$ cat src/sv/cpd_pkg.sv
// cpd_pkg: shared types, codes and constants of the current presence detector
// no dependencies; imported by every module of the block except cpd_ram
`default_nettype none

package cpd_pkg;

    // fixed field widths
    localparam int ACTION_W   = 2;
    localparam int CHAN_W     = 3;
    localparam int SAMPLE_W   = 10;
    localparam int COUNT_W    = 4;
    localparam int THR_W      = 10;
    localparam int CFG_IDX_W  = 2;
    localparam int CFG_DATA_W = 10;
    localparam int RPT_CNT_W  = 4;

    // action codes
    localparam logic [ACTION_W-1:0] ACT_SAMPLE = 2'd0;
    localparam logic [ACTION_W-1:0] ACT_CLOSE  = 2'd1;
    localparam logic [ACTION_W-1:0] ACT_FORCE  = 2'd2;

    // configuration register indexes
    localparam logic [CFG_IDX_W-1:0] CFG_CHANNEL_COUNT = 2'd0;
    localparam logic [CFG_IDX_W-1:0] CFG_ON_THRESHOLD  = 2'd1;

    // reset values and limits
    localparam logic [COUNT_W-1:0]   COUNT_RESET     = 4'd0;
    localparam logic [THR_W-1:0]     THRESHOLD_RESET = 10'd36;
    localparam logic [RPT_CNT_W-1:0] MAX_REPORTS     = 4'd8;

    // input beat
    typedef struct packed {
        logic [ACTION_W-1:0] action;
        logic [CHAN_W-1:0]   channel;
        logic [SAMPLE_W-1:0] sample;
    } in_beat_t;

    // output beat
    typedef struct packed {
        logic [CHAN_W-1:0] report_channel;
        logic              is_on;
        logic              last_report;
    } out_beat_t;

    // controller states
    typedef enum logic [2:0] {
        ST_IDLE,
        ST_UPDATE,
        ST_WALK_RD,
        ST_WALK_EVAL,
        ST_FLUSH
    } state_t;

    // controller to datapath
    typedef struct packed {
        logic walk;
        logic capture;
        logic ram_wr;
        logic set_force;
        logic walk_start;
        logic commit;
        logic idx_inc;
        logic hold_load;
        logic hold_to_out;
        logic out_last;
        logic win_clear;
    } cmd_t;

    // datapath to controller
    typedef struct packed {
        logic sample_ok;
        logic force_ok;
        logic close;
        logic walk_done;
        logic need_report;
        logic cap_ok;
        logic hold_valid;
        logic out_free;
    } stat_t;

endpackage

`default_nettype wire

$ cat src/sv/current_presence_detector.sv
// current_presence_detector: sample beat reads memory, then writes min/max back; force
// and ignored beats stay in idle; window close reads, then evaluates, each active channel,
// then flushes, paced by the single min/max memory read port; it waits on output stalls.
// a new input beat is taken while a finished report waits in the output register.
// reset (rst_n, async, active low) clears flags and valid bits at once: the min/max
// memory is marked empty through per-channel valid bits, with no clearing pass.
`default_nettype none

module current_presence_detector
    import cpd_pkg::*;
#(
    parameter int CHANNELS    = 8,
    parameter int SAMPLE_BITS = 10
) (
    input  wire logic                  clk,
    input  wire logic                  rst_n,
    input  wire logic                  in_valid,
    output logic                       in_ready,
    input  wire in_beat_t              in_data,
    output logic                       out_valid,
    input  wire logic                  out_ready,
    output out_beat_t                  out_data,
    input  wire logic                  cfg_valid,
    output logic                       cfg_ready,
    input  wire logic [CFG_IDX_W-1:0]  cfg_index,
    input  wire logic [CFG_DATA_W-1:0] cfg_data
);

    cmd_t  cmd;
    stat_t stat;

    // configuration writes are always taken
    assign cfg_ready = 1'b1;

    cpd_ctrl u_ctrl (
        .clk      (clk),
        .rst_n    (rst_n),
        .in_valid (in_valid),
        .in_ready (in_ready),
        .stat     (stat),
        .cmd      (cmd)
    );

    cpd_datapath #(
        .CHANNELS    (CHANNELS),
        .SAMPLE_BITS (SAMPLE_BITS)
    ) u_datapath (
        .clk       (clk),
        .rst_n     (rst_n),
        .cfg_we    (cfg_valid && cfg_ready),
        .cfg_index (cfg_index),
        .cfg_data  (cfg_data),
        .in_data   (in_data),
        .out_ready (out_ready),
        .out_valid (out_valid),
        .out_data  (out_data),
        .cmd       (cmd),
        .stat      (stat)
    );

endmodule

`default_nettype wire

$ cat src/sv/cpd_ram.sv
// cpd_ram: generic single-write, single-read memory with registered read data
// no dependencies
`default_nettype none

module cpd_ram #(
    parameter int WIDTH = 20,
    parameter int DEPTH = 8
) (
    input  wire logic                         clk,
    input  wire logic                         wr_en,
    input  wire logic [(DEPTH>1 ? $clog2(DEPTH) : 1)-1:0] wr_addr,
    input  wire logic [WIDTH-1:0]             wr_data,
    input  wire logic [(DEPTH>1 ? $clog2(DEPTH) : 1)-1:0] rd_addr,
    output logic      [WIDTH-1:0]             rd_data
);

    logic [WIDTH-1:0] mem [DEPTH];
    logic [WIDTH-1:0] rd_data_reg;

    // write port and registered read port
    always_ff @(posedge clk)
    begin
        if (wr_en)
        begin
            mem[wr_addr] <= wr_data;
        end
        rd_data_reg <= mem[rd_addr];
    end

    assign rd_data = rd_data_reg;

endmodule

`default_nettype wire

$ cat src/sv/cpd_ctrl.sv
// cpd_ctrl: controller state machine of the current presence detector
// depends on cpd_pkg for states, command and status structs
`default_nettype none

module cpd_ctrl
    import cpd_pkg::*;
(
    input  wire logic  clk,
    input  wire logic  rst_n,
    input  wire logic  in_valid,
    output logic       in_ready,
    input  wire stat_t stat,
    output cmd_t       cmd
);

    state_t state_reg;
    state_t state_next;

    // state register
    always_ff @(posedge clk or negedge rst_n)
    begin
        if (!rst_n)
        begin
            state_reg <= ST_IDLE;
        end
        else
        begin
            state_reg <= state_next;
        end
    end

    // next state and commands
    always_comb
    begin
        state_next = state_reg;
        cmd        = '0;
        in_ready   = 1'b0;
        case (state_reg)
            ST_IDLE:
            begin
                // ready is high here, so a valid beat is taken this cycle
                in_ready = 1'b1;
                if (in_valid)
                begin
                    if (stat.sample_ok)
                    begin
                        cmd.capture = 1'b1;
                        state_next  = ST_UPDATE;
                    end
                    else if (stat.force_ok)
                    begin
                        cmd.set_force = 1'b1;
                    end
                    else if (stat.close)
                    begin
                        cmd.walk_start = 1'b1;
                        state_next     = ST_WALK_RD;
                    end
                end
            end
            ST_UPDATE:
            begin
                cmd.ram_wr = 1'b1;
                state_next = ST_IDLE;
            end
            ST_WALK_RD:
            begin
                cmd.walk = 1'b1;
                if (stat.walk_done)
                begin
                    state_next = ST_FLUSH;
                end
                else
                begin
                    state_next = ST_WALK_EVAL;
                end
            end
            ST_WALK_EVAL:
            begin
                cmd.walk = 1'b1;
                if (!stat.need_report || !stat.cap_ok || !stat.hold_valid)
                begin
                    // nothing to push out, or the hold slot is free
                    cmd.commit    = 1'b1;
                    cmd.idx_inc   = 1'b1;
                    cmd.hold_load = stat.need_report && stat.cap_ok;
                    state_next    = ST_WALK_RD;
                end
                else if (stat.out_free)
                begin
                    // older report moves to the output, this one takes the hold slot
                    cmd.commit      = 1'b1;
                    cmd.idx_inc     = 1'b1;
                    cmd.hold_load   = 1'b1;
                    cmd.hold_to_out = 1'b1;
                    state_next      = ST_WALK_RD;
                end
            end
            ST_FLUSH:
            begin
                if (!stat.hold_valid)
                begin
                    cmd.win_clear = 1'b1;
                    state_next    = ST_IDLE;
                end
                else if (stat.out_free)
                begin
                    cmd.hold_to_out = 1'b1;
                    cmd.out_last    = 1'b1;
                    cmd.win_clear   = 1'b1;
                    state_next      = ST_IDLE;
                end
            end
            default:
            begin
                state_next = ST_IDLE;
            end
        endcase
    end

endmodule

`default_nettype wire

$ cat src/sv/cpd_datapath.sv
// cpd_datapath: config registers, min/max memory, channel flags and output stage
// depends on cpd_pkg and cpd_ram
`default_nettype none

module cpd_datapath
    import cpd_pkg::*;
#(
    parameter int CHANNELS    = 8,
    parameter int SAMPLE_BITS = 10
) (
    input  wire logic                  clk,
    input  wire logic                  rst_n,
    input  wire logic                  cfg_we,
    input  wire logic [CFG_IDX_W-1:0]  cfg_index,
    input  wire logic [CFG_DATA_W-1:0] cfg_data,
    input  wire in_beat_t              in_data,
    input  wire logic                  out_ready,
    output logic                       out_valid,
    output out_beat_t                  out_data,
    input  wire cmd_t                  cmd,
    output stat_t                      stat
);

    localparam int CH_W   = (CHANNELS > 1) ? $clog2(CHANNELS) : 1;
    localparam int CNT_W  = $clog2(CHANNELS + 1);
    localparam int CMP_W  = (CNT_W > COUNT_W) ? CNT_W : COUNT_W;
    localparam int SW     = SAMPLE_BITS;
    localparam int SPAN_W = (SW > THR_W) ? SW : THR_W;

    logic [COUNT_W-1:0]  chan_count_reg;
    logic [THR_W-1:0]    thr_reg;
    logic [CMP_W-1:0]    n_active;
    logic                ch_active;

    logic [CH_W-1:0]     cap_ch_reg;
    logic [SW-1:0]       cap_smp_reg;
    logic [CNT_W-1:0]    idx_reg;
    logic [CH_W-1:0]     idx_ch;
    logic [CH_W-1:0]     in_ch;

    logic [CH_W-1:0]     rd_addr;
    logic [2*SW-1:0]     rd_data;
    logic [SW-1:0]       cur_min;
    logic [SW-1:0]       cur_max;
    logic [SW-1:0]       new_min;
    logic [SW-1:0]       new_max;
    logic                upd_valid;

    logic [CHANNELS-1:0] win_valid_reg;
    logic [CHANNELS-1:0] reported_reg;
    logic [CHANNELS-1:0] prev_reg;
    logic [CHANNELS-1:0] force_reg;

    logic                reading_on;
    logic                need_report;

    logic [RPT_CNT_W-1:0] rpt_cnt_reg;
    logic                 hold_valid_reg;
    logic [CHAN_W-1:0]    hold_ch_reg;
    logic                 hold_on_reg;
    logic                 out_valid_reg;
    out_beat_t            out_data_reg;

    // configuration registers
    always_ff @(posedge clk or negedge rst_n)
    begin
        if (!rst_n)
        begin
            chan_count_reg <= COUNT_RESET;
            thr_reg        <= THRESHOLD_RESET;
        end
        else if (cfg_we)
        begin
            case (cfg_index)
                CFG_CHANNEL_COUNT: chan_count_reg <= cfg_data[COUNT_W-1:0];
                CFG_ON_THRESHOLD:  thr_reg        <= cfg_data[THR_W-1:0];
                default:           ;
            endcase
        end
    end

    // active channel count, saturated at the number of channels built
    always_comb
    begin
        if (CMP_W'(chan_count_reg) > CMP_W'(CHANNELS))
        begin
            n_active = CMP_W'(CHANNELS);
        end
        else
        begin
            n_active = CMP_W'(chan_count_reg);
        end
    end

    // decode of the beat on the input port
    assign in_ch          = CH_W'(in_data.channel);
    assign ch_active      = CMP_W'(in_data.channel) < n_active;
    assign stat.sample_ok = (in_data.action == ACT_SAMPLE) && ch_active;
    assign stat.force_ok  = (in_data.action == ACT_FORCE) && ch_active;
    assign stat.close     = (in_data.action == ACT_CLOSE);

    // captured sample beat
    always_ff @(posedge clk)
    begin
        if (cmd.capture)
        begin
            cap_ch_reg  <= in_ch;
            cap_smp_reg <= SW'(in_data.sample);
        end
    end

    // walk index over active channels
    always_ff @(posedge clk or negedge rst_n)
    begin
        if (!rst_n)
        begin
            idx_reg <= '0;
        end
        else if (cmd.walk_start)
        begin
            idx_reg <= '0;
        end
        else if (cmd.idx_inc)
        begin
            idx_reg <= idx_reg + 1'b1;
        end
    end

    assign idx_ch         = idx_reg[CH_W-1:0];
    assign stat.walk_done = (CMP_W'(idx_reg) == n_active);

    // min/max memory, max in the upper half
    assign rd_addr = cmd.walk ? idx_ch : in_ch;

    cpd_ram #(
        .WIDTH (2 * SW),
        .DEPTH (CHANNELS)
    ) u_minmax_ram (
        .clk     (clk),
        .wr_en   (cmd.ram_wr),
        .wr_addr (cap_ch_reg),
        .wr_data ({new_max, new_min}),
        .rd_addr (rd_addr),
        .rd_data (rd_data)
    );

    assign cur_min = rd_data[SW-1:0];
    assign cur_max = rd_data[2*SW-1:SW];

    // sample update; an entry without its valid bit is an empty window
    assign upd_valid = win_valid_reg[cap_ch_reg];
    assign new_min   = (!upd_valid || (cap_smp_reg < cur_min)) ? cap_smp_reg : cur_min;
    assign new_max   = (!upd_valid || (cap_smp_reg > cur_max)) ? cap_smp_reg : cur_max;

    // window valid bits, all dropped when the window closes
    always_ff @(posedge clk or negedge rst_n)
    begin
        if (!rst_n)
        begin
            win_valid_reg <= '0;
        end
        else if (cmd.win_clear)
        begin
            win_valid_reg <= '0;
        end
        else if (cmd.ram_wr)
        begin
            win_valid_reg[cap_ch_reg] <= 1'b1;
        end
    end

    // reading of the channel under the walk index
    assign reading_on = win_valid_reg[idx_ch] &&
                        ((SPAN_W'(cur_max) - SPAN_W'(cur_min)) > SPAN_W'(thr_reg));
    assign need_report = ((reading_on == prev_reg[idx_ch]) &&
                          (reading_on != reported_reg[idx_ch])) || force_reg[idx_ch];
    assign stat.need_report = need_report;

    // per-channel debounce and force flags
    always_ff @(posedge clk or negedge rst_n)
    begin
        if (!rst_n)
        begin
            reported_reg <= '0;
            prev_reg     <= '0;
            force_reg    <= '0;
        end
        else if (cmd.set_force)
        begin
            force_reg[in_ch] <= 1'b1;
        end
        else if (cmd.commit)
        begin
            prev_reg[idx_ch] <= reading_on;
            if (need_report)
            begin
                reported_reg[idx_ch] <= reading_on;
                force_reg[idx_ch]    <= 1'b0;
            end
        end
    end

    // reports handed out during this close
    always_ff @(posedge clk or negedge rst_n)
    begin
        if (!rst_n)
        begin
            rpt_cnt_reg <= '0;
        end
        else if (cmd.walk_start)
        begin
            rpt_cnt_reg <= '0;
        end
        else if (cmd.hold_load)
        begin
            rpt_cnt_reg <= rpt_cnt_reg + 1'b1;
        end
    end

    assign stat.cap_ok = (rpt_cnt_reg < MAX_REPORTS);

    // hold slot: a report waits here until the next one or the walk end shows
    // whether it is the last
    always_ff @(posedge clk or negedge rst_n)
    begin
        if (!rst_n)
        begin
            hold_valid_reg <= 1'b0;
        end
        else if (cmd.hold_load)
        begin
            hold_valid_reg <= 1'b1;
        end
        else if (cmd.hold_to_out)
        begin
            hold_valid_reg <= 1'b0;
        end
    end

    always_ff @(posedge clk)
    begin
        if (cmd.hold_load)
        begin
            hold_ch_reg <= CHAN_W'(idx_reg);
            hold_on_reg <= reading_on;
        end
    end

    assign stat.hold_valid = hold_valid_reg;

    // output register
    always_ff @(posedge clk or negedge rst_n)
    begin
        if (!rst_n)
        begin
            out_valid_reg <= 1'b0;
        end
        else if (cmd.hold_to_out)
        begin
            out_valid_reg <= 1'b1;
        end
        else if (out_ready)
        begin
            out_valid_reg <= 1'b0;
        end
    end

    always_ff @(posedge clk)
    begin
        if (cmd.hold_to_out)
        begin
            out_data_reg.report_channel <= hold_ch_reg;
            out_data_reg.is_on          <= hold_on_reg;
            out_data_reg.last_report    <= cmd.out_last;
        end
    end

    assign stat.out_free = !out_valid_reg || out_ready;
    assign out_valid     = out_valid_reg;
    assign out_data      = out_data_reg;

endmodule

`default_nettype wire

$ cat config.mk
export PLATFORM = sky130hd
export DESIGN_NAME = current_presence_detector
export DESIGN_NICKNAME = d
export VERILOG_FILES = /design/src/sv/cpd_pkg.sv /design/src/sv/current_presence_detector.sv /design/src/sv/cpd_ram.sv /design/src/sv/cpd_ctrl.sv /design/src/sv/cpd_datapath.sv
export SDC_FILE = /design/constraint.sdc
export NUM_CORES = 1
export LEC_CHECK = 0
export BUFFER_PORTS_ARGS = -buffer_cell sky130_fd_sc_hd__buf_2
export CORE_AREA = 4 4 156 158
export CTS_CLUSTER_SIZE = 30
export DETAILED_ROUTE_END_ITERATION = 10
export DIE_AREA = 0 0 160 162
export PLACE_DENSITY = 0.72
export SLEW_MARGIN = 20
export SYNTH_ARGS = -nofsm -noshare
export SYNTH_HDL_FRONTEND = slang
export SYNTH_HIERARCHICAL = 1
export SYNTH_SLANG_ARGS = --single-unit
$ cat constraint.sdc
create_clock -name clk -period 10.5 [get_ports clk]
set_clock_uncertainty 0.2 [all_clocks]
set_input_delay 2.1 -clock clk [delete_from_list [all_inputs] [get_ports clk]]
set_output_delay 2.1 -clock clk [all_outputs]
set_load 0.02 [all_outputs]
# --- Word-level counts from Yosys, hierarchy flattened ---
# Memory sizes are Yosys's and may differ from the RTL's. A register that Yosys moved wholly into a read port is not among the register bits.
# Cells that the tools add are included.
word_totals:
  regBits: 81
  latchBits: 0
  ram_bits: 160
  rom_bits: 0
  input_bits: 32
  out_inout_bits: 8
  word_cells: 159
  memories: 1
mem_list:
  columns: ["name", "depth", "width", "rd", "rd_clocked_by_memory_dff", "write_ports", "line_no", "rtl"]
  rows:
  - ["u_datapath.u_minmax_ram.mem", 8, 20, 1, 1, 1, "cpd_ram.sv:17", "logic [WIDTH-1:0] mem [DEPTH];"]
op_classes:
  n_addsub: 3
  n_mul: 0
  div: 0
  n_lt_le_gt_ge: 12
  eq_ne: 15
  shifts: 0
  muxes: 68
  n_bitwise: 5
  n_reduce_logical: 37
op_table:
  columns: ["cell", "count"]
  rows:
  - ["$mux W8", 5]
  - ["$mux W3", 13]
  - ["$mux W1", 26]
  - ["$mux W4", 6]
  - ["$gt A10 B10 Y1", 2]
  - ["$mux W10", 2]
  - ["$bwmux W8", 2]
  - ["$or A8 B8 Y8", 2]
  - ["$bmux W1 S3", 5]
  - ["$reduce_bool A2 Y1", 7]
  - ["$lt A3 B4 Y1 const B", 3]
  - ["$pmux W3 S4", 1]
  - ["$lt A10 B10 Y1", 1]
  - ["$reduce_and A2 Y1", 5]
  - ["$sub A10 B10 Y10", 1]
  - ["$demux W1 S3", 3]
  - ["$ge A3 B1 Y1 const B", 3]
  - ["$ne A3 B3 Y1 const B", 3]
  - ["$add A4 B1 Y4 const B", 2]
  - ["$and A8 B8 Y8", 1]
  - ["$logic_and A1 B1 Y1", 8]
  - ["$mux W2", 4]
  - ["$not A8 Y8", 1]
  - ["$eq A3 B2 Y1 const B", 2]
  - ["other kinds (21)", 32]

# --- Logic depth before layout (Yosys ltp) ---
depth:
  word_depth: 13
  ltp_mapped: 22
  ltp_nobuf: 20

# --- Hierarchy ---
# Netlist, hierarchy kept.
modules_own_cells:
  columns: ["module", "instances", "cells_each", "area_each_um2", "seq_area_each_um2"]
  rows:
  - ["cpd_ram", 1, 264, 6612.6, 5205.0]
  - ["cpd_datapath", 1, 444, 4883.4, 2064.5]
  - ["cpd_ctrl", 1, 33, 260.2, 75.1]
  - ["current_presence_detector", 1, 2, 11.3, 0.0]

# --- Worst setup path before layout ---
# OpenSTA, ideal clock, no wires.
synth_timing:
  path_type: "register to register"
  startpoint: "reg u_datapath.u_minmax_ram.rd_data_reg[1] (netlist: u_datapath/u_minmax_ram/rd_data[1]), read port of u_datapath.u_minmax_ram.mem"
  endpoint: "reg u_datapath.prev_reg[0]"
  setup_ps: 125
  t_arrival_ps: 4918
  t_required_ps: 10175
  path_slack_ps: 5258
  stages_incl_launch_ff: 21
  n_path_buf: 2
  synth_period_minus_slack_ps: 5242
  path_cell_list: "dfxtp_1 -> inv_1 -> ha_1 -> nor2b_1 -> o21ai_0 -> a21o_1 -> a31oi_1 -> or4_1 -> nand3_1 -> ha_1 -> nand4_1 -> a211oi_1 -> a2111oi_0 -> a211oi_2 -> mux2_4 -> buf_4 -> a31oi_1 -> buf_4 -> or3b_2 -> nor3_2 -> mux2_2"
synth_lines:
  columns: ["item", "line_no", "rtl"]
  rows:
  - ["from (decl)", "cpd_ram.sv:18", "logic [WIDTH-1:0] rd_data_reg;"]
  - ["to (signal, indexed assignment)", "cpd_datapath.sv:194", "prev_reg[idx_ch] <= reading_on;"]
  - ["to (decl)", "cpd_datapath.sv:51", "logic [CHANNELS-1:0] prev_reg;"]

==> metrics.md <==
| Metric | Value |
|---|---|
| Clock Latency Late Sink | `0.56 ns` |
| Hold Path Cell Cnt | `0` |
| Clock network power share | `26.2%` |
| Final hold violations | `0` |
| Cell-internal power | `2440 uW` |
| Critical path data arrival time | `6.32 ns` |
| Initial cell density of the core | `50.9%` |
| Via count of the routed design | `6571` |
| Path class of the lowest-slack min-delay path | `flop to flop` |
| Diode insertion count for antenna repair | `0` |
| Standard cell core area | `23100 um2` |
| Number of flops mapped to enable cells by yosys | `182` |
| Residual DRC count | `0` |
| Startpoint-to-endpoint class of the critical path | `flop to flop` |
| Post-layout instance area | `13200 um2` |
| Routed wire length | `24300 um` |
| Net switching power figure | `1230 uW` |
| Number of hold buffers added after CTS | `0` |
| Sink Count | `261` |
| Clock Tree Root | `sky130_fd_sc_hd__clkbuf_16` |
| Relative area change from synthesis to final layout | `11.9%` |
| Switching share of power | `33.5%` |
| Total power divided by cell area | `278 nW/um2` |
| Data required time of the critical path | `10.72 ns` |
| Path depth of the worst reg2reg path | `18` |
| Fraction of the yosys area taken by sequential cells | `62.4%` |
| Final period util | `58.0%` |
| Transition at the pin with the smallest max-transition slack | `1.03 ns` |
| Die area | `25900 um2` |
| Fin Setup TNS | `0 ns` |
| Vias in the first global route | `6882` |
| Num ports | `40` |
| Portion of total power attributed to sequential cells | `39.3%` |
| Number of core rows | `56` |
| Chip Height | `162 um` |
| Number of pins with negative max-slew slack in the final report | `0` |
| Synthesized flop and latch total | `261` |
| H-tree levels | `1` |
| Number of buffers created by CTS | `27` |
| Total track usage | `18.8%` |
| Clock Path Buffers | `3` |
| Total half-perimeter wirelength after legalization and detailed placement | `15200 um` |
| Tightest slew margin relative to the limit | `31.2%` |
| Count of port buffers added during placement | `38` |
| Cts repair resizes | `0` |
| Leak pwr | `0.00505 uW` |
| Worst vdd rail ir drop | `0.000194 V` |
| Net count after synthesis | `818` |
| Maximum operating frequency | `164 MHz` |
| Largest net degree at the start of global routing | `60` |
| Layout fillers | `1771` |
| Crit path time final | `6.10 ns` |
| Post-Synthesis Mean Instance Area | `15.8 um2` |
| Share of post-route cells with drive strength above 1 | `22.7%` |
| Dominant register cell in the synthesized netlist | `sky130_fd_sc_hd__edfxtp_1` |
| Outcome | `finished clean` |
| Antenna violations before repair | `0` |
| TritonCTS clock tree | `yes` |
| CP Launch Type | `flop` |
| Routability cong. | `0.876` |
| Netlist cell types | `62` |
| Clk pin slew, worst setup/hold paths | `0.06 ns` |
| Max reg flops | `160` |
| Number of search-and-repair iterations in the first detailed-routing pass | `5` |
| Multi-input logic area | `4170 um2` |
| Chip width | `160 um` |
| First-pass GRT wire length | `38200 um` |
| Max-capacitance violation count | `0` |
| Setup repair after global routing missed its margin | `no` |
| Combinational share of power | `34.5%` |
| Warnings, synthesis | `6` |
| Number of setup buffers added after CTS | `0` |
| Largest fanout on the critical path | `19` |
| Final-report setup violation count | `0` |
| Combined flip-flop and latch cell area | `7340 um2` |
| DR WL/cell | `22.1 um` |
| Count of nets left with antenna violations after detail routing | `0` |
| Post-layout net count | `863` |
| Number of instances in the synthesized netlist | `743` |
| Ratio of routed vias to standard cells | `5.98` |
| Netlist area before placement | `11800 um2` |
| Gr ovfl total | `0` |
| Initial drt markers | `576` |
| Endpoint type of the worst setup path | `flop` |
| Share of flip-flops with an asynchronous set or reset after synthesis | `22.6%` |
| Instance area at placement | `12300 um2` |
## per-stage QoR
| step | setup slack [ns] | hold slack (ns) | cells | utilization [%] | total power (uW) |
|---|---|---|---|---|---|
| after floorplan | 5.26 | 0.200 | 743 | - | 2410 |
| after global placement | 4.68 | 0.203 | 1049 | 53.0 | 2640 |
| after detailed placement | 4.37 | 0.210 | 1049 | 53.0 | 2700 |
| after CTS | 4.28 | 0.220 | 1099 | 56.9 | 3680 |
| after global routing | 4.10 | 0.240 | 1099 | 57.0 | 3890 |
| final | 4.40 | 0.223 | 1099 | 57.0 | 3670 |
## layout make-up
class | instances | area share [%]
Clock buffer | 39 | 6.00
Multi-Input combinational cell | 413 | 31.6
Tap cell | 290 | 2.75
Sequential cell | 261 | 55.8
Inverter | 42 | 1.20
Clock inverter | 11 | 0.921
Timing Repair Buffer | 43 | 1.73
## critical path, stage by stage (launching register included)
cell                        delay, ns
sky130_fd_sc_hd__dfxtp_1         0.40
sky130_fd_sc_hd__inv_1           0.11
sky130_fd_sc_hd__ha_1            0.32
sky130_fd_sc_hd__nor2b_1         0.14
sky130_fd_sc_hd__o21ai_0         0.22
sky130_fd_sc_hd__a21o_1          0.17
sky130_fd_sc_hd__a31oi_1         0.13
sky130_fd_sc_hd__or4_1           0.48
sky130_fd_sc_hd__nand3_1         0.11
sky130_fd_sc_hd__ha_1            0.24
sky130_fd_sc_hd__nand4_1         0.15
sky130_fd_sc_hd__a211oi_1        0.07
sky130_fd_sc_hd__a2111oi_0       0.77
sky130_fd_sc_hd__a211oi_4        0.25
sky130_fd_sc_hd__mux2_4          0.46
sky130_fd_sc_hd__a31oi_1         0.48
sky130_fd_sc_hd__or3b_2          0.57
sky130_fd_sc_hd__nor3_2          0.31
sky130_fd_sc_hd__mux2_2          0.38
## kinds of logic (layout without fill, tap and decap cells)
family	after synthesis	after routing	share of synthesized area, %
adder cells (fa/ha/maj)	43	43	4.64
buffers and inverters	69	135	2.83
AO/OA/AOI/OAI	99	99	5.87
other	1	1	0.0319
flip-flops	261	261	62.4
multiplexers	119	119	17.3
XOR/XNOR	14	14	1.04
AND/OR/NAND/NOR	137	137	5.90
## power by group through the flow
stage / clock, uW / combinational, uW / sequential (uW)
after floorplan: 0 / 1020 / 1390
after global placement: 0 / 1190 / 1450
after detailed placement: 0 / 1240 / 1460
after CTS: 985 / 1250 / 1440
after global routing: 1030 / 1400 / 1460
final: 961 / 1270 / 1440
## metal layers
layer / routed length (um) / track usage [%] / vias to the layer above
met2: 12300 / 33.0 / 209
li1: - / - / 2973
met5: 0 / 0 / -
met4: 670 / 5.87 / 0
met1: 10000 / 24.3 / 3350
met3: 1300 / 2.99 / 39
## cell usage after synthesis, types with 9 or more instances
cell | number | area [um2]
sky130_fd_sc_hd__a21oi_1 | 25 | 125
sky130_fd_sc_hd__nor2b_1 | 12 | 75.1
sky130_fd_sc_hd__dfxtp_1 | 20 | 400
sky130_fd_sc_hd__dfrtp_1 | 57 | 1430
sky130_fd_sc_hd__ha_1 | 42 | 526
sky130_fd_sc_hd__edfxtp_1 | 182 | 5470
sky130_fd_sc_hd__inv_1 | 42 | 158
sky130_fd_sc_hd__nand2_1 | 26 | 97.6
sky130_fd_sc_hd__nand2b_1 | 11 | 68.8
sky130_fd_sc_hd__nor3_1 | 11 | 55.1
sky130_fd_sc_hd__o21ai_0 | 13 | 65.1
sky130_fd_sc_hd__mux4_1 | 42 | 1100
sky130_fd_sc_hd__a31oi_1 | 20 | 125
sky130_fd_sc_hd__mux2_2 | 62 | 698
sky130_fd_sc_hd__a21o_1 | 9 | 67.6
sky130_fd_sc_hd__nor2_1 | 45 | 169
## cell usage in the layout (no fill, tap or decap), types with 4 or more instances in the layout
cell                        synthesis  routed
sky130_fd_sc_hd__a21o_1             9       9
sky130_fd_sc_hd__a21oi_1           25      25
sky130_fd_sc_hd__a21oi_2            8       8
sky130_fd_sc_hd__a31oi_1           20      20
sky130_fd_sc_hd__a41oi_1            5       5
sky130_fd_sc_hd__buf_2              4      38
sky130_fd_sc_hd__buf_4              4       5
sky130_fd_sc_hd__clkbuf_1           8       5
sky130_fd_sc_hd__clkbuf_16          0      27
sky130_fd_sc_hd__clkbuf_8           0       7
sky130_fd_sc_hd__clkinv_2           0       5
sky130_fd_sc_hd__dfrtp_1           57      57
sky130_fd_sc_hd__dfxtp_1           20      20
sky130_fd_sc_hd__edfxtp_1         182     182
sky130_fd_sc_hd__ha_1              42      42
sky130_fd_sc_hd__inv_1             42      42
sky130_fd_sc_hd__mux2_2            62      62
sky130_fd_sc_hd__mux2i_1            7       7
sky130_fd_sc_hd__mux4_1            42      42
sky130_fd_sc_hd__mux4_2             6       6
sky130_fd_sc_hd__nand2_1           26      26
sky130_fd_sc_hd__nand2b_1          11      11
sky130_fd_sc_hd__nand3b_1           4       4
sky130_fd_sc_hd__nand4_1            8       8
sky130_fd_sc_hd__nor2_1            45      39
sky130_fd_sc_hd__nor2_4             0       6
sky130_fd_sc_hd__nor2b_1           12      12
sky130_fd_sc_hd__nor3_1            11       9
sky130_fd_sc_hd__nor3_2             2       4
sky130_fd_sc_hd__o21ai_0           13      11
sky130_fd_sc_hd__xnor2_1            6       6
sky130_fd_sc_hd__xor2_1             8       8
## path summary, 6_finish.rpt
check	start	endpoint	slack, ns
setup / recovery	u_datapath/u_minmax_ram/rd_data[1]$_DFF_P_	u_datapath/prev_reg[0]$_DFFE_PN0P_	4.40
setup reg to reg	u_datapath/u_minmax_ram/rd_data[1]$_DFF_P_	u_datapath/prev_reg[0]$_DFFE_PN0P_	4.40
hold / removal	u_datapath/hold_ch_reg[1]$_DFFE_PP_	u_datapath/out_data[3]$_DFFE_PP_	0.22
hold reg to reg	u_datapath/hold_ch_reg[1]$_DFFE_PP_	u_datapath/out_data[3]$_DFFE_PP_	0.22
min in group asynchronous	rst_n	u_datapath/out_valid$_DFFE_PN0P_	1.52
max in group asynchronous	rst_n	u_datapath/reported_reg[6]$_DFFE_PN0P_	8.09
Note: power is estimated with default switching activity, not from simulation.
